<file path="config.mk">
export PLATFORM = sky130hd
export DESIGN_NAME = xml_byte_tokenizer
export DESIGN_NICKNAME = d
export VERILOG_FILES = /design/src/rtl/xbt_pkg.sv /design/src/rtl/xml_byte_tokenizer.sv /design/src/rtl/xbt_front.sv /design/src/rtl/xbt_queue.sv /design/src/rtl/xbt_back.sv
export SDC_FILE = /design/constraint.sdc
export NUM_CORES = 1
export LEC_CHECK = 0
export BUFFER_PORTS_ARGS = -buffer_cell sky130_fd_sc_hd__buf_2
export CAP_MARGIN = 20
export CORE_ASPECT_RATIO = 0.5
export CORE_UTILIZATION = 63
export CTS_CLUSTER_SIZE = 40
export DETAILED_ROUTE_END_ITERATION = 16
export PLACE_DENSITY = 0.8
export SLEW_MARGIN = 20
export SYNTH_ARGS = -nofsm -noshare
export SYNTH_HDL_FRONTEND = slang
export SYNTH_SLANG_ARGS = --single-unit
</file>
<file path="constraint.sdc">
create_clock -name clk -period 7.3 [get_ports clk]
set_input_delay 0.73 -clock clk [delete_from_list [all_inputs] [get_ports clk]]
set_output_delay 0.73 -clock clk [all_outputs]
set_load 0.05 [all_outputs]
</file>
<file path="src/rtl/xbt_pkg.sv">
// Shared types, byte constants and helper functions of the XML byte tokenizer.
`timescale 1ns / 1ps

package xbt_pkg;

	// Scanner state between two document bytes.
	typedef enum logic [3:0] {
		MODE_BETWEEN = 4'd0,
		MODE_PREFIX  = 4'd1,
		MODE_IDENT   = 4'd2,
		MODE_TEXT    = 4'd3,
		MODE_STR_DQ  = 4'd4,
		MODE_STR_SQ  = 4'd5,
		MODE_CDATA   = 4'd6,
		MODE_HALT    = 4'd7
	} scan_mode_t;

	// Token kinds as they appear on the result stream.
	typedef enum logic [3:0] {
		TK_EOF      = 4'd0,
		TK_LT       = 4'd1,
		TK_LT_SLASH = 4'd2,
		TK_GT       = 4'd3,
		TK_SLASH    = 4'd4,
		TK_EQUALS   = 4'd5,
		TK_IDENT    = 4'd6,
		TK_STRING   = 4'd7,
		TK_CDATA    = 4'd8,
		TK_TEXT     = 4'd9,
		TK_ERROR    = 4'd10
	} tok_t;

	localparam logic KIND_VALUE  = 1'b0;
	localparam logic KIND_RECORD = 1'b1;

	localparam int unsigned MAX_RES = 4;

	// Bundles held between front and back end; a power of two so the pointers wrap.
	localparam int unsigned Q_DEPTH = 4;
	localparam int unsigned Q_PTR_W = $clog2(Q_DEPTH);

	localparam logic [7:0] CH_NUL     = 8'h00;
	localparam logic [7:0] CH_LT      = 8'h3C;
	localparam logic [7:0] CH_GT      = 8'h3E;
	localparam logic [7:0] CH_SLASH   = 8'h2F;
	localparam logic [7:0] CH_EQ      = 8'h3D;
	localparam logic [7:0] CH_DQ      = 8'h22;
	localparam logic [7:0] CH_SQ      = 8'h27;
	localparam logic [7:0] CH_RBRACK  = 8'h5D;

	// Prefix count at which the CDATA opener is complete.
	localparam logic [3:0] CDATA_OPEN_LEN = 4'd9;

	// One result item, without its run_end flag.
	typedef struct packed {
		logic       kind;
		tok_t       tok;
		logic [7:0] value;
	} res_t;

	// All results caused by one input byte, oldest in slot 0.
	typedef struct packed {
		logic [2:0]         cnt;
		res_t [MAX_RES-1:0] res;
	} bundle_t;

	// Front to queue.
	typedef struct packed {
		logic    valid;
		bundle_t bundle;
	} push_t;

	// Queue head as seen by the back end.
	typedef struct packed {
		logic    valid;
		bundle_t bundle;
	} head_t;

	// Outcome of starting a token from the between-tokens state.
	typedef struct packed {
		logic       emit;
		res_t       res;
		scan_mode_t mode;
		logic       in_tag;
		logic [3:0] pre;
	} start_t;

	function automatic res_t mk_rec(input tok_t tk);
		res_t r;
		r.kind  = KIND_RECORD;
		r.tok   = tk;
		r.value = 8'h00;
		return r;
	endfunction

	function automatic res_t mk_val(input tok_t tk, input logic [7:0] b);
		res_t r;
		r.kind  = KIND_VALUE;
		r.tok   = tk;
		r.value = b;
		return r;
	endfunction

	function automatic logic is_space(input logic [7:0] b);
		return (b == 8'h20) || (b >= 8'h09 && b <= 8'h0D);
	endfunction

	function automatic logic is_ident(input logic [7:0] b);
		return (b >= 8'h61 && b <= 8'h7A) || (b >= 8'h41 && b <= 8'h5A) ||
			(b >= 8'h30 && b <= 8'h39) || b == 8'h5F || b == 8'h2D || b == 8'h2E;
	endfunction

	// Byte expected at a given position of the "<![CDATA[" opener.
	function automatic logic [7:0] cdata_char(input logic [3:0] pos);
		logic [7:0] c;
		case (pos)
			4'd0: c = CH_LT;
			4'd1: c = 8'h21;
			4'd2: c = 8'h5B;
			4'd3: c = 8'h43;
			4'd4: c = 8'h44;
			4'd5: c = 8'h41;
			4'd6: c = 8'h54;
			4'd7: c = 8'h41;
			4'd8: c = 8'h5B;
			default: c = CH_NUL;
		endcase
		return c;
	endfunction

	// Starts a token with byte b while between tokens.
	function automatic start_t start_tok(input logic [7:0] b, input logic tag);
		start_t s;
		s.emit   = 1'b0;
		s.res    = mk_rec(TK_EOF);
		s.mode   = MODE_BETWEEN;
		s.in_tag = tag;
		s.pre    = 4'd0;
		if (!is_space(b)) begin
			if (b == CH_NUL) begin
				s.emit = 1'b1;
				s.mode = MODE_HALT;
			end else if (b == CH_LT) begin
				s.mode = MODE_PREFIX;
				s.pre  = 4'd1;
			end else if (b == CH_GT) begin
				s.in_tag = 1'b0;
				s.emit   = 1'b1;
				s.res    = mk_rec(TK_GT);
			end else if (tag && b == CH_SLASH) begin
				s.emit = 1'b1;
				s.res  = mk_rec(TK_SLASH);
			end else if (tag && b == CH_EQ) begin
				s.emit = 1'b1;
				s.res  = mk_rec(TK_EQUALS);
			end else if (tag && b == CH_DQ) begin
				s.mode = MODE_STR_DQ;
			end else if (tag && b == CH_SQ) begin
				s.mode = MODE_STR_SQ;
			end else if (tag) begin
				s.emit = 1'b1;
				if (is_ident(b)) begin
					s.mode = MODE_IDENT;
					s.res  = mk_val(TK_IDENT, b);
				end else begin
					s.mode = MODE_HALT;
					s.res  = mk_rec(TK_ERROR);
				end
			end else begin
				s.emit = 1'b1;
				s.mode = MODE_TEXT;
				s.res  = mk_val(TK_TEXT, b);
			end
		end
		return s;
	endfunction

endpackage

</file>
<file path="src/rtl/xml_byte_tokenizer.sv">
// Top level of the XML byte tokenizer: front end, bundle queue and back end.
`timescale 1ns / 1ps
//
// The block lexes an XML document that arrives one byte per transfer on the
// s_axis channel; s_axis_tlast marks the final byte of a buffer. For every
// token it sends the token's content bytes (m_axis_tuser low) and then one
// token record (m_axis_tuser high) on the m_axis channel. m_axis_tlast is set
// on the last result caused by an input byte. A byte may cause no result
// (whitespace, a held '<' or ']') or up to four.
// The front end decodes a byte in the cycle it is accepted and writes all of
// its results as one bundle into a four-entry queue. The back end takes one
// result per cycle from the queue head into the output register while m_axis
// is ready; each result passes through its queue entry and that register
// before m_axis presents it. Throughput is one byte per cycle while bytes
// cause at most one result each and m_axis is ready; a byte with more results
// holds the output until all are sent, and the queue absorbs short bursts of
// those before s_axis_tready falls. A stall on m_axis holds the output register;
// the queue fills and then s_axis_tready goes low until space frees. Reset
// empties the queue, invalidates the output register and returns the scanner
// to the between-tokens state outside any tag, as does the last byte of a buffer.

module xml_byte_tokenizer (
	input  logic        clk,
	input  logic        arst_n,
	input  logic        s_axis_tvalid,
	output logic        s_axis_tready,
	input  logic [7:0]  s_axis_tdata,  // [7:0] data_byte
	input  logic        s_axis_tlast,  // last_byte
	output logic        m_axis_tvalid,
	input  logic        m_axis_tready,
	output logic [15:0] m_axis_tdata,  // [3:0] token_kind, [11:4] value_byte, [15:12] zero
	output logic        m_axis_tuser,  // kind
	output logic        m_axis_tlast   // run_end
);
	import xbt_pkg::*;

	push_t push;
	head_t head;
	logic  q_full;
	logic  pop;
	res_t  out_res;

	// Scanner: classifies each byte and forms its result bundle.
	xbt_front u_front (
		.clk      (clk),
		.arst_n   (arst_n),
		.in_valid (s_axis_tvalid),
		.in_ready (s_axis_tready),
		.in_byte  (s_axis_tdata),
		.in_last  (s_axis_tlast),
		.q_full   (q_full),
		.push     (push)
	);

	// Decouples the scanner from output stalls.
	xbt_queue u_queue (
		.clk    (clk),
		.arst_n (arst_n),
		.push   (push),
		.full   (q_full),
		.head   (head),
		.pop    (pop)
	);

	// Serializes bundles onto the output channel.
	xbt_back u_back (
		.clk       (clk),
		.arst_n    (arst_n),
		.head      (head),
		.pop       (pop),
		.out_valid (m_axis_tvalid),
		.out_ready (m_axis_tready),
		.out_res   (out_res),
		.out_last  (m_axis_tlast)
	);

	assign m_axis_tdata = {4'd0, out_res.value, out_res.tok};
	assign m_axis_tuser = out_res.kind;

endmodule

</file>
<file path="src/rtl/xbt_front.sv">
// Front end: accepts document bytes, runs the scanner and builds one result bundle per byte that causes any result.
`timescale 1ns / 1ps

module xbt_front (
	input  logic           clk,
	input  logic           arst_n,
	input  logic           in_valid,
	output logic           in_ready,
	input  logic [7:0]     in_byte,
	input  logic           in_last,
	input  logic           q_full,
	output xbt_pkg::push_t push
);
	import xbt_pkg::*;

	scan_mode_t mode_q;
	logic       tag_q;
	logic [3:0] pre_q;
	logic [1:0] held_q;

	scan_mode_t tk_mode;
	logic       tk_tag;
	logic [3:0] tk_pre;
	logic [1:0] tk_held;

	start_t     stn;
	start_t     stp;
	logic       accept;
	res_t [MAX_RES-1:0] r;
	logic [2:0] n;

	assign in_ready = !q_full;
	assign accept   = in_valid && in_ready;

	// stn starts a token with the current tag flag; stp with the tag flag that '<' sets.
	assign stn = start_tok(in_byte, tag_q);
	assign stp = start_tok(in_byte, 1'b1);

	// Next state after the byte, before the end-of-buffer re-arm.
	always_comb begin
		tk_mode = mode_q;
		tk_tag  = tag_q;
		tk_pre  = pre_q;
		tk_held = held_q;
		case (mode_q)
			MODE_PREFIX: begin
				if (in_byte == cdata_char(pre_q)) begin
					if (pre_q + 4'd1 >= CDATA_OPEN_LEN) begin
						tk_mode = MODE_CDATA;
						tk_pre  = 4'd0;
						tk_held = 2'd0;
					end else begin
						tk_pre = pre_q + 4'd1;
					end
				end else if (pre_q == 4'd1 && in_byte == CH_SLASH) begin
					tk_tag  = 1'b1;
					tk_pre  = 4'd0;
					tk_mode = MODE_BETWEEN;
				end else if (pre_q == 4'd1) begin
					tk_tag  = stp.in_tag;
					tk_pre  = stp.pre;
					tk_mode = stp.mode;
				end else begin
					tk_tag  = 1'b1;
					tk_pre  = 4'd0;
					tk_mode = MODE_HALT;
				end
			end
			MODE_IDENT: begin
				if (!is_ident(in_byte)) begin
					tk_tag  = stn.in_tag;
					tk_pre  = stn.pre;
					tk_mode = stn.mode;
				end
			end
			MODE_TEXT: begin
				if (in_byte == CH_LT) begin
					tk_pre  = 4'd1;
					tk_mode = MODE_PREFIX;
				end else if (in_byte == CH_NUL) begin
					tk_mode = MODE_HALT;
				end
			end
			MODE_STR_DQ, MODE_STR_SQ: begin
				if (in_byte == ((mode_q == MODE_STR_DQ) ? CH_DQ : CH_SQ)) begin
					tk_mode = MODE_BETWEEN;
				end else if (in_byte == CH_NUL) begin
					tk_mode = MODE_HALT;
				end
			end
			MODE_CDATA: begin
				if (in_byte == CH_RBRACK) begin
					if (held_q != 2'd2) begin
						tk_held = held_q + 2'd1;
					end
				end else if (in_byte == CH_GT && held_q == 2'd2) begin
					tk_held = 2'd0;
					tk_mode = MODE_BETWEEN;
				end else if (in_byte == CH_NUL) begin
					tk_held = 2'd0;
					tk_mode = MODE_HALT;
				end else begin
					tk_held = 2'd0;
				end
			end
			MODE_BETWEEN: begin
				tk_tag  = stn.in_tag;
				tk_pre  = stn.pre;
				tk_mode = stn.mode;
			end
			default: begin
			end
		endcase
	end

	// Results caused by the byte, in order, followed by the end-of-buffer records.
	always_comb begin
		r = '0;
		n = 3'd0;
		case (mode_q)
			MODE_PREFIX: begin
				if (in_byte == cdata_char(pre_q)) begin
				end else if (pre_q == 4'd1 && in_byte == CH_SLASH) begin
					r[n[1:0]] = mk_rec(TK_LT_SLASH); n = n + 3'd1;
				end else if (pre_q == 4'd1) begin
					r[n[1:0]] = mk_rec(TK_LT); n = n + 3'd1;
					if (stp.emit) begin
						r[n[1:0]] = stp.res; n = n + 3'd1;
					end
				end else begin
					r[n[1:0]] = mk_rec(TK_LT); n = n + 3'd1;
					r[n[1:0]] = mk_rec(TK_ERROR); n = n + 3'd1;
				end
			end
			MODE_IDENT: begin
				if (is_ident(in_byte)) begin
					r[n[1:0]] = mk_val(TK_IDENT, in_byte); n = n + 3'd1;
				end else begin
					r[n[1:0]] = mk_rec(TK_IDENT); n = n + 3'd1;
					if (stn.emit) begin
						r[n[1:0]] = stn.res; n = n + 3'd1;
					end
				end
			end
			MODE_TEXT: begin
				if (in_byte == CH_LT) begin
					r[n[1:0]] = mk_rec(TK_TEXT); n = n + 3'd1;
				end else if (in_byte == CH_NUL) begin
					r[n[1:0]] = mk_rec(TK_ERROR); n = n + 3'd1;
				end else begin
					r[n[1:0]] = mk_val(TK_TEXT, in_byte); n = n + 3'd1;
				end
			end
			MODE_STR_DQ, MODE_STR_SQ: begin
				if (in_byte == ((mode_q == MODE_STR_DQ) ? CH_DQ : CH_SQ)) begin
					r[n[1:0]] = mk_rec(TK_STRING); n = n + 3'd1;
				end else if (in_byte == CH_NUL) begin
					r[n[1:0]] = mk_rec(TK_ERROR); n = n + 3'd1;
				end else begin
					r[n[1:0]] = mk_val(TK_STRING, in_byte); n = n + 3'd1;
				end
			end
			MODE_CDATA: begin
				if (in_byte == CH_RBRACK) begin
					if (held_q == 2'd2) begin
						r[n[1:0]] = mk_val(TK_CDATA, CH_RBRACK); n = n + 3'd1;
					end
				end else if (in_byte == CH_GT && held_q == 2'd2) begin
					r[n[1:0]] = mk_rec(TK_CDATA); n = n + 3'd1;
				end else if (in_byte == CH_NUL) begin
					r[n[1:0]] = mk_rec(TK_ERROR); n = n + 3'd1;
				end else begin
					// Held brackets were not the closer after all: release them first.
					if (held_q != 2'd0) begin
						r[n[1:0]] = mk_val(TK_CDATA, CH_RBRACK); n = n + 3'd1;
					end
					if (held_q == 2'd2) begin
						r[n[1:0]] = mk_val(TK_CDATA, CH_RBRACK); n = n + 3'd1;
					end
					r[n[1:0]] = mk_val(TK_CDATA, in_byte); n = n + 3'd1;
				end
			end
			MODE_BETWEEN: begin
				if (stn.emit) begin
					r[n[1:0]] = stn.res; n = n + 3'd1;
				end
			end
			default: begin
			end
		endcase
		if (in_last) begin
			case (tk_mode)
				MODE_BETWEEN: begin
					r[n[1:0]] = mk_rec(TK_EOF); n = n + 3'd1;
				end
				MODE_PREFIX: begin
					r[n[1:0]] = mk_rec(TK_LT); n = n + 3'd1;
					r[n[1:0]] = mk_rec((tk_pre <= 4'd1) ? TK_EOF : TK_ERROR); n = n + 3'd1;
				end
				MODE_IDENT: begin
					r[n[1:0]] = mk_rec(TK_IDENT); n = n + 3'd1;
					r[n[1:0]] = mk_rec(TK_EOF); n = n + 3'd1;
				end
				MODE_TEXT: begin
					r[n[1:0]] = mk_rec(TK_TEXT); n = n + 3'd1;
					r[n[1:0]] = mk_rec(TK_EOF); n = n + 3'd1;
				end
				MODE_STR_DQ, MODE_STR_SQ, MODE_CDATA: begin
					r[n[1:0]] = mk_rec(TK_ERROR); n = n + 3'd1;
				end
				default: begin
				end
			endcase
		end
		push.valid         = accept && (n != 3'd0);
		push.bundle.cnt    = n;
		push.bundle.res    = r;
	end

	// The last byte of a buffer re-arms the scanner whatever it did.
	always_ff @(posedge clk or negedge arst_n) begin
		if (!arst_n) begin
			mode_q <= MODE_BETWEEN;
			tag_q  <= 1'b0;
			pre_q  <= 4'd0;
			held_q <= 2'd0;
		end else if (accept) begin
			if (in_last) begin
				mode_q <= MODE_BETWEEN;
				tag_q  <= 1'b0;
				pre_q  <= 4'd0;
				held_q <= 2'd0;
			end else begin
				mode_q <= tk_mode;
				tag_q  <= tk_tag;
				pre_q  <= tk_pre;
				held_q <= tk_held;
			end
		end
	end

	a_pre_only_in_prefix: assert property (@(posedge clk) disable iff (!arst_n)
		(pre_q != 4'd0) |-> (mode_q == MODE_PREFIX))
		else $error("prefix count set outside the tag opener");

	a_held_only_in_cdata: assert property (@(posedge clk) disable iff (!arst_n)
		(held_q != 2'd0) |-> (mode_q == MODE_CDATA))
		else $error("brackets held outside a CDATA body");

	a_halt_is_silent: assert property (@(posedge clk) disable iff (!arst_n)
		(accept && mode_q == MODE_HALT) |-> !push.valid)
		else $error("results produced while halted");

endmodule

</file>
<file path="src/rtl/xbt_queue.sv">
// Four-entry queue of result bundles between the front and back ends.
`timescale 1ns / 1ps

module xbt_queue (
	input  logic           clk,
	input  logic           arst_n,
	input  xbt_pkg::push_t push,
	output logic           full,
	output xbt_pkg::head_t head,
	input  logic           pop
);
	import xbt_pkg::*;

	bundle_t              mem_q [Q_DEPTH];
	logic [Q_PTR_W-1:0]   wr_q;
	logic [Q_PTR_W-1:0]   rd_q;
	logic [Q_PTR_W:0]     cnt_q;
	logic                 do_push;
	logic                 do_pop;

	assign full        = (cnt_q == (Q_PTR_W+1)'(Q_DEPTH));
	assign head.valid  = (cnt_q != '0);
	assign head.bundle = mem_q[rd_q];
	assign do_push     = push.valid && !full;
	assign do_pop      = pop && head.valid;

	always_ff @(posedge clk) begin
		if (do_push) begin
			mem_q[wr_q] <= push.bundle;
		end
	end

	always_ff @(posedge clk or negedge arst_n) begin
		if (!arst_n) begin
			wr_q  <= '0;
			rd_q  <= '0;
			cnt_q <= '0;
		end else begin
			if (do_push) begin
				wr_q <= wr_q + Q_PTR_W'(1);
			end
			if (do_pop) begin
				rd_q <= rd_q + Q_PTR_W'(1);
			end
			cnt_q <= cnt_q + (Q_PTR_W+1)'(do_push) - (Q_PTR_W+1)'(do_pop);
		end
	end

	a_no_push_when_full: assert property (@(posedge clk) disable iff (!arst_n)
		full |-> !push.valid)
		else $error("bundle pushed into a full queue");

	a_pointers_track_count: assert property (@(posedge clk) disable iff (!arst_n)
		(cnt_q == '0 || cnt_q == (Q_PTR_W+1)'(Q_DEPTH)) |-> (wr_q == rd_q))
		else $error("queue pointers disagree with fill count");

endmodule

</file>
<file path="src/rtl/xbt_back.sv">
// Back end: drains result bundles one item per cycle, while the output is not stalled, into the output register.
`timescale 1ns / 1ps

module xbt_back (
	input  logic           clk,
	input  logic           arst_n,
	input  xbt_pkg::head_t head,
	output logic           pop,
	output logic           out_valid,
	input  logic           out_ready,
	output xbt_pkg::res_t  out_res,
	output logic           out_last
);
	import xbt_pkg::*;

	logic [1:0] idx_q;
	logic       valid_q;
	res_t       res_q;
	logic       last_q;
	logic       load;
	logic       at_end;

	assign load      = !valid_q || out_ready;
	assign at_end    = ({1'b0, idx_q} + 3'd1 == head.bundle.cnt);
	assign pop       = load && head.valid && at_end;
	assign out_valid = valid_q;
	assign out_res   = res_q;
	assign out_last  = last_q;

	always_ff @(posedge clk or negedge arst_n) begin
		if (!arst_n) begin
			valid_q <= 1'b0;
			idx_q   <= 2'd0;
		end else if (load) begin
			valid_q <= head.valid;
			if (head.valid) begin
				idx_q <= at_end ? 2'd0 : idx_q + 2'd1;
			end
		end
	end

	always_ff @(posedge clk) begin
		if (load && head.valid) begin
			res_q  <= head.bundle.res[idx_q];
			last_q <= at_end;
		end
	end

	a_idx_in_bundle: assert property (@(posedge clk) disable iff (!arst_n)
		head.valid |-> ({1'b0, idx_q} < head.bundle.cnt))
		else $error("drain index beyond the bundle");

	a_partial_bundle_kept: assert property (@(posedge clk) disable iff (!arst_n)
		(idx_q != 2'd0) |-> head.valid)
		else $error("partly drained bundle left the queue");

endmodule
</file>
---- Word-level counts from Yosys, hierarchy flattened ----
Memory sizes are Yosys's and may differ from the RTL's.
Index checks and enable logic that the tools add are counted.
W data, S select, Z words.
storage, ports and cells
  register bits ........................... 35
  RAM bits ................................ 220
  memory bits (read-only) ................. 224
  input bits .............................. 13
  output and inout bits ................... 20
  logic and storage cells ................. 301
  memories ................................ 3
memories
  name             words  width  read ports  clocked after memory_dff  write ports  RTL line         text
  u_queue.mem_q    4      55     1           0                         1            xbt_queue.sv:14  bundle_t mem_q [Q_DEPTH];
  (no name shown)  16     7      1           0                         0            xbt_pkg.sv:116   case (pos)
  (no name shown)  16     7      1           0                         0            xbt_pkg.sv:116
operators by class
  add/subtract/negate cells ............... 12
  $lt $le $gt $ge ......................... 19
  equal/unequal tests ..................... 36
  mux-type cells .......................... 150
  bitwise operators ....................... 23
  reductions and logical operators ........ 45
operators with widths
  cell                  number
  $mux W13              24
  $mux W52              6
  $pmux W52 S5          1
  $mux W14              12
  $and A48 B48 Y48      3
  $mux W4               33
  $and A40 B40 Y40      3
  $not A40 Y40          3
  $mux W39              3
  $bwmux W52            2
  $demux W13 S2         4
  $not A48 Y48          2
  $mux W26              3
  $pmux W13 S6          1
  $eq A8 B6 Y1 const B  9
  $mux W3               17
  $mux W23              2
  $and A44 B44 Y44      1
  $not A44 Y44          1
  $pmux W13 S3          1
  $or A12 B12 Y12       3
  $mux W17              2
  $and A7 B28 Y28       1
  $not A28 Y28          1
  57 further kinds      147

---- Logic depth before layout (Yosys ltp) ----
Gate-level depths: netlist of run 1.
  depth after elaboration ................. 30
  gate-level depth with buffers ........... 20
  depth with buffers taken out ............ 19

---- Cells and area by module ----
A second synthesis of run 1 with hierarchy kept.
unflattened totals
  cells, all modules ...................... 914
  area, all modules ....................... 12,956.2 um^2
modules (own cells, without submodules)
  module              instances  cells each  area each (um^2)  seq. area each (um^2)
  xbt_queue           1          327         8,395.6           6,781.5
  xbt_front           1          533         3,582.2           275.3
  xbt_back            1          49          944.7             495.5
  xml_byte_tokenizer  1          5           33.8              0.0

---- Least setup slack after synthesis of run 1 ----
OpenSTA, ideal clock, no wires.
  path type ............................... input to register
  from .................................... input port s_axis_tdata[7]
  to ...................................... memory u_queue.mem_q[0][0] (netlist name) (enable)
  setup time .............................. 418 ps
  data arrival time ....................... 5,399 ps
  data required time ...................... 6,882 ps
  setup slack ............................. 1,482 ps
  stages on the path ...................... 17
  buffers on the path ..................... 3
  cells stage by stage .................... buf_6 > or3b_1 > buf_2 > or4_4 > buf_6 > nand2_1 > a21o_1 > xnor2_1 > o21ai_0 > a211oi_1 > inv_1 > ha_1 > xor2_1 > a31oi_1 > a21oi_1 > o311a_4 > and2_1
RTL lines
  what             RTL line                  text
  start, declared  xml_byte_tokenizer.sv:27  input logic [7:0] s_axis_tdata,
  end, declared    xbt_queue.sv:14

==> key figures, run 1 <==
Clock tree
  • Num CTS Buffers: 22
  • Clock Sinks: 255
  • Worst-case clock buffer depth: 3
  • Setup bufs post-CTS: 0
  • CTS clk-pin slew, worst paths: 70 ps
  • CTS resizes: 0
  • Root Driver: clkbuf_16
  • Htree depth: 1
  • Worst-skew pair later-pin latency: 520 ps
  • CTS Hold Bufs: 0
  • CTS tree: done

Pwr
  • Share of power burned in combinational logic: 0.438
  • P_sw: about 2500 uW
  • Clk pwr share: 0.172
  • Internal cell power: 3920 uW
  • Power Density: roughly 480 nW/um2
  • Leakage power: 0.00471 uW
  • Worst IR Drop VDD: 257 uV
  • Switching Fraction: 0.394
  • Flop pwr share: 0.391

Synthesis
  • Synth Register Bits: 255
  • Area contributors post-synth: edfxtp_1 (56%), mux4_2 (12%), dfrtp_1 (4.2%)
  • Synth Instances: 906
  • Synth cell types: between 80 and 90
  • Post-synth EDFFs: 234
  • Top-count cell post-synth: edfxtp_1
  • Syn avg cell area: 13.9 um2
  • Post-synth top area cell: edfxtp_1
  • Register area share after synthesis: 0.600
  • Commonest cells in the netlist: edfxtp_1 (234), mux4_2 (68), nand2_1 (66)
  • Async set-reset flop share out of synthesis: 0.0824
  • Mapped Area: 12,600 um2
  • Yosys warns: 0
  • Post-synth top area share: 0.558
  • Main synth FF type: edfxtp_1

Timing
  • Worst slew margin relative to its limit: 0.395
  • Hold Violations, Final: 0
  • RSZ-0062 raised after global routing: no
  • Fmax: 163 MHz
  • Post-route setup TNS: 0 ps
  • Worst slew pin tran: 907 ps
  • Final Cycle Share: 0.838
  • Slew Limit Fails: 0
  • Tmin final: 6120 ps
  • Final setup margin: about 1200 ps
  • Worst clock skew: 16.7 ps
  • Setup violators final: 0

Job
  • Max-cap violation count: 0

Final layout
  • Post-route cell area: around 14,000 um2
  • FILL cells: 1,227
  • Share of cells above drive strength 1: 0.185
  • # diodes: 0
  • Final nets: 947
  • Layout area overhead: 7.94%

Floorplanning
  • Chip height: 102 um
  • Row count: 36
  • Die area: about 21,000 um2
  • Initial Util: 0.646
  • Io pins: 33
  • Die Span X: slightly above 200 um
  • Core ar.: roughly 20,000 um2

GRT
  • Overflow after GRT: 0
  • Total track usage: 0.331
  • Largest net degree at the start of global routing: 57
  • Initial antenna violation count: 2
  • Global-route wire length before repair: 49,500 um
  • Vias in the first global route: 7,914

Detailed routing
  • Routed wire length: 33,000 um
  • First drt pass iteration count: 6
  • Via/cell ratio: 6.95
  • DRC viols: 0
  • Initial drt markers: just over 900
  • Drt wl/cell: 27.7 um
  • DRT antenna net count: 0
  • Via Count: a little over 8k

Setup path
  • Critical path capture point type: register
  • Crit Path Class: reg -> reg
  • Buf/Inv on CP: 3
  • Critical path cell sequence: inv_1, ha_1, nor2b_1, or3_1, a211oi_1, nand4_2, nand2b_1, nand3_1, a21oi_1, a211oi_1, inv_1, ha_1, xor2_1, a31oi_1, a21oi_1, o311a_4, and2_2, buf_12
  • Critical Path RT: 7500 ps
  • R2r worst-path depth: 18
  • Critical Path AT: 6320 ps
  • Crit-path slowest cell: and2_2
  • FF-to-FF setup slack: around 1200 ps
  • Launching point of the worst reg2reg path: u_front.pre_q[0]
  • RR Endpoint: u_queue.mem_q[2][37]
  • CP Launch Type: register
  • CP delay by family, top: simple AND/OR/NAND/NOR gates
  • Crit Path Max Fanout: 31
  • Slowest cell delay on critical path: 640 ps

Place
  • RePlAce Congestion: around 0.93
  • Worst slack at placement: 1150 ps
  • Post-DP HPWL: 21,700 um
  • Placed Area: roughly 13,000 um2
  • Number of buffers added on ports: 28

Min path
  • Hold Crit Class: in -> async

Outcome
  • Status: completed
==> power by group through the flow <==
stage               clock network [uW]  logic (uW)  registers, uW
finish                            1110        2830           2520
floorplan                            0        1890           2570
detailed placement                   0        2740           2540
CTS                               1120        2790           2520
global placement                     0        2670           2480
global route                      1170        2980           2560
==> flip-flops by register name, indices dropped and copies added (netlist names) <==
name,flops
u_back.idx_q,2
u_back.out_last,1
u_back.out_res,13
u_back.out_valid,1
u_front.held_q,2
u_front.mode_q,4
u_front.pre_q,4
u_front.tag_q,1
u_queue.cnt_q,3
u_queue.mem_q,220
u_queue.rd_q,2
u_queue.wr_q,2
==> final cells by class <==
cell class	count	area, um2	area share
Clock buffer	24	558	0.0410
Inverter	24	90.1	0.00663
Tap cell	266	333	0.0245
Clock inverter	14	110	0.00810
Multi-Input combinational cell	567	4680	0.344
Timing Repair Buffer	42	270	0.0199
Sequential cell	255	7560	0.556
==> cell usage in the layout (no fill, tap or decap), types with 8 or more instances in the layout <==
cell       count
a21oi_1       43
dfrtp_1       19
and2_1        20
nand2_1       66
ha_1          21
a31oi_1        8
inv_1         23
o21ai_0       46
nand2b_1       8
edfxtp_1     234
o21a_1         9
nor3_1        19
xnor2_1       11
xor2_1         9
clkbuf_16     22
mux4_2        68
a22oi_1       10
nand3_1       25
and3_1        17
nor2_1        49
buf_2         28
buf_4         12
==> stage by stage <==
step	total power, uW	hold slack, ps	util	std cells
final	6460	192	0.697	1192
after CTS	6430	192	0.697	1192
after global routing	6720	217	0.697	1192
after global placement	5160	494	0.663	1154
after floorplan	4460	434	-	909
after detailed placement	5280	506	0.663	1154
==> per-layer routing <==
layer / global-route usage / part of all wire / routed length, um / up-vias
li1: - / - / - / 3538
met1: 0.493 / 0.43 / 14200 / 4231
met2: 0.518 / 0.46 / 15000 / 478
met3: 0.0682 / 0.098 / 3240 / 43
met4: 0.0606 / 0.015 / 482 / 0
met5: 0 / 0 / 0 / -
==> cell families after synthesis <==
logic type,share of synthesized area
multiplexers,0.128
adder cells (fa/ha/maj),0.0233
flip-flops,0.600
AND/OR/NAND/NOR,0.106
AO/OA/AOI/OAI,0.0987
buffers and inverters,0.0304
XOR/XNOR,0.0139
other,0.000298
==> worst max-delay path by stage <==
| stage | startpoint | end | slack [ps] | depth (start not counted) |
|---|---|---|---|---|
| finish | u_front.pre_q[0] | u_queue.mem_q[2][37] | 1180 | 18 |
| global route | u_front.pre_q[0] | u_queue.mem_q[3][37] | 760 | 18 |
| CTS | u_front.pre_q[0] | u_queue.mem_q[2][37] | 1220 | 18 |
| detailed placement | s_axis_tdata[5] | u_queue.mem_q[3][54] | 1150 | 16 |
| global placement | s_axis_tdata[5] | u_queue.mem_q[2][30] | 1300 | 16 |
| floorplan | s_axis_tdata[7] | u_queue.mem_q[0][0] | 1480 | 17 |
Note: power is estimated with default switching activity, not from simulation.
==> inputs of run 2 (changes only) <==
clock period = 5.8 ns   (was 7.3 ns; I/O delays follow)
==> key figures, run 2 (synthesis results as in run 1) <==
Timing
  • Final Cycle Share: 0.924
  • Hold Violations, Final: 0
  • Tmin final: 5360 ps
  • Setup violators final: 0
  • Worst slew margin relative to its limit: 0.314
  • Worst slew pin tran: 1020 ps
  • Worst clock skew: a little under 20 ps
  • Post-route setup TNS: 0 ps
  • Fmax: 187 MHz
  • RSZ-0062 raised after global routing: no
  • Final setup margin: 439 ps
  • Slew Limit Fails: 0

Final layout
  • Commonest non-fill, non-tap cell in the layout: edfxtp_1
  • Commonest non-fill, non-tap cells in the layout: edfxtp_1 (234), mux4_2 (68), nand2_1 (66)
  • Final nets: 956
  • FILL cells: around 1.2k
  • Largest register by flop count: u_queue.mem_q
  • # diodes: 0
  • Layout area overhead: 9.17%
  • Share of cells above drive strength 1: 0.193
  • Max reg flops: 220
  • Post-layout util: 0.705

GRT
  • Largest net degree at the start of global routing: 56
  • Global-route wire length before repair: 49,900 um
  • Vias in the first global route: 8,025
  • Total track usage: 0.335
  • Overflow after GRT: 0
  • Initial antenna violation count: 1

Setup path
  • Critical path capture point type: register
  • Critical Path RT: approximately 6000 ps
  • CP Depth: 19
  • CP Launch Type: register
  • Crit Path Class: reg -> reg
  • Critical Path AT: ~5600 ps
  • CP delay by family, top: simple AND/OR/NAND/NOR gates
  • Critical path cell sequence: inv_1, ha_1, nor2b_1, or3_1, a211oi_1, nand4_2, nand2b_1, nand3_1, a21oi_1, a211oi_1, buf_4, inv_1, ha_1, xor2_1, a31oi_1, a21oi_1, o311a_4, and2_2, buf_12
  • Crit Path Max Fanout: 55
  • Crit-path slowest cell: dfrtp_1
  • Buf/Inv on CP: 4
  • R2r worst-path depth: 19
  • Slowest cell delay on critical path: approximately 530 ps

Floorplanning
  • Die area: 20,600 um2
  • Row count: 36
  • Io pins: 33
  • Chip height: 102 um
  • Die Span X: 202 um
  • Core ar.: 19,500 um2
  • Initial Util: 0.646

Detailed routing
  • DRC viols: 0
  • DRT antenna net count: 0
  • Routed wire length: about 34,000 um
  • Drt wl/cell: 28.0 um
  • Via/cell ratio: 6.96
  • Initial drt markers: between 900 and 1k
  • Via Count: 8,373
  • First drt pass iteration count: 5

Place
  • Post-DP HPWL: around 21,000 um
  • Worst slack at placement: 538 ps
  • Number of buffers added on ports: 28
  • RePlAce Congestion: between 0.9 and 1

Outcome
  • Status: completed

Job
  • Max-cap violation count: 0

Clock tree
  • CTS Hold Bufs: 0
  • CTS clk-pin slew, worst paths: 70 ps
  • Worst-case clock buffer depth: 3
  • Worst-skew pair later-pin latency: 550 ps
  • Num CTS Buffers: 23
  • Root Driver: clkbuf_16
  • CTS tree: done
  • Clock Sinks: 255
  • CTS resizes: 0
  • Htree depth: 1
  • Setup bufs post-CTS: 0

Pwr
  • Leakage power: ~0.0048 uW
  • Worst IR Drop VDD: 339 uV
  • Power Density: 607 nW/um2
  • Pwr Total: approximately 8400 uW

Min path
  • Hold Crit Class: in -> async
==> run 2: stage by stage <==
step,hold slack [ps],cells,instance area [um2]
final,19.5,1203,13800
after global routing,48.5,1203,13800
after CTS,32.6,1202,13700
after detailed placement,482,1161,13000
after global placement,465,1161,13000
after floorplan,284,909,12600
==> run 2: power breakdown <==
group | internal, uW | total (uW) | switching, uW
Clock | 835 | 1540 | 708
Sequential | 2900 | 3230 | 334
Combinational | 1330 | 3570 | 2240
Total | 5060 | 8350 | 3290
==> run 2: cell type report <==
| cell class | count | area, um2 | area share |
|---|---|---|---|
| clock buffer | 28 | 594 | 0.0432 |
| timing repair buffer | 50 | 353 | 0.0257 |
| multi-input combinational | 567 | 4680 | 0.340 |
| clock inverter | 13 | 146 | 0.0106 |
| inverter | 24 | 90.1 | 0.00655 |
| sequential | 255 | 7560 | 0.550 |
| tap | 266 | 333 | 0.0242 |
==> run 2: per-layer routing <==
metal,vias to the layer above,GRT usage,part of all wire
met5,-,0,0
met4,0,0.0798,0.023
met3,65,0.109,0.12
met2,554,0.522,0.45
met1,4192,0.464,0.40
li1,3562,-,-
==> run 2: final timing paths <==
check,from,to,slack (ps)
setup / recovery,u_front.pre_q[0],u_queue.mem_q[3][26],440
hold reg to reg,u_queue.cnt_q[0],u_back.out_valid,490
setup reg to reg,u_front.pre_q[0],u_queue.mem_q[3][26],440
max in group asynchronous,arst_n,u_queue.rd_q[0],5360
hold / removal,arst_n,u_back.idx_q[1],20
min in group clk,s_axis_tvalid,u_front.mode_q[3],310
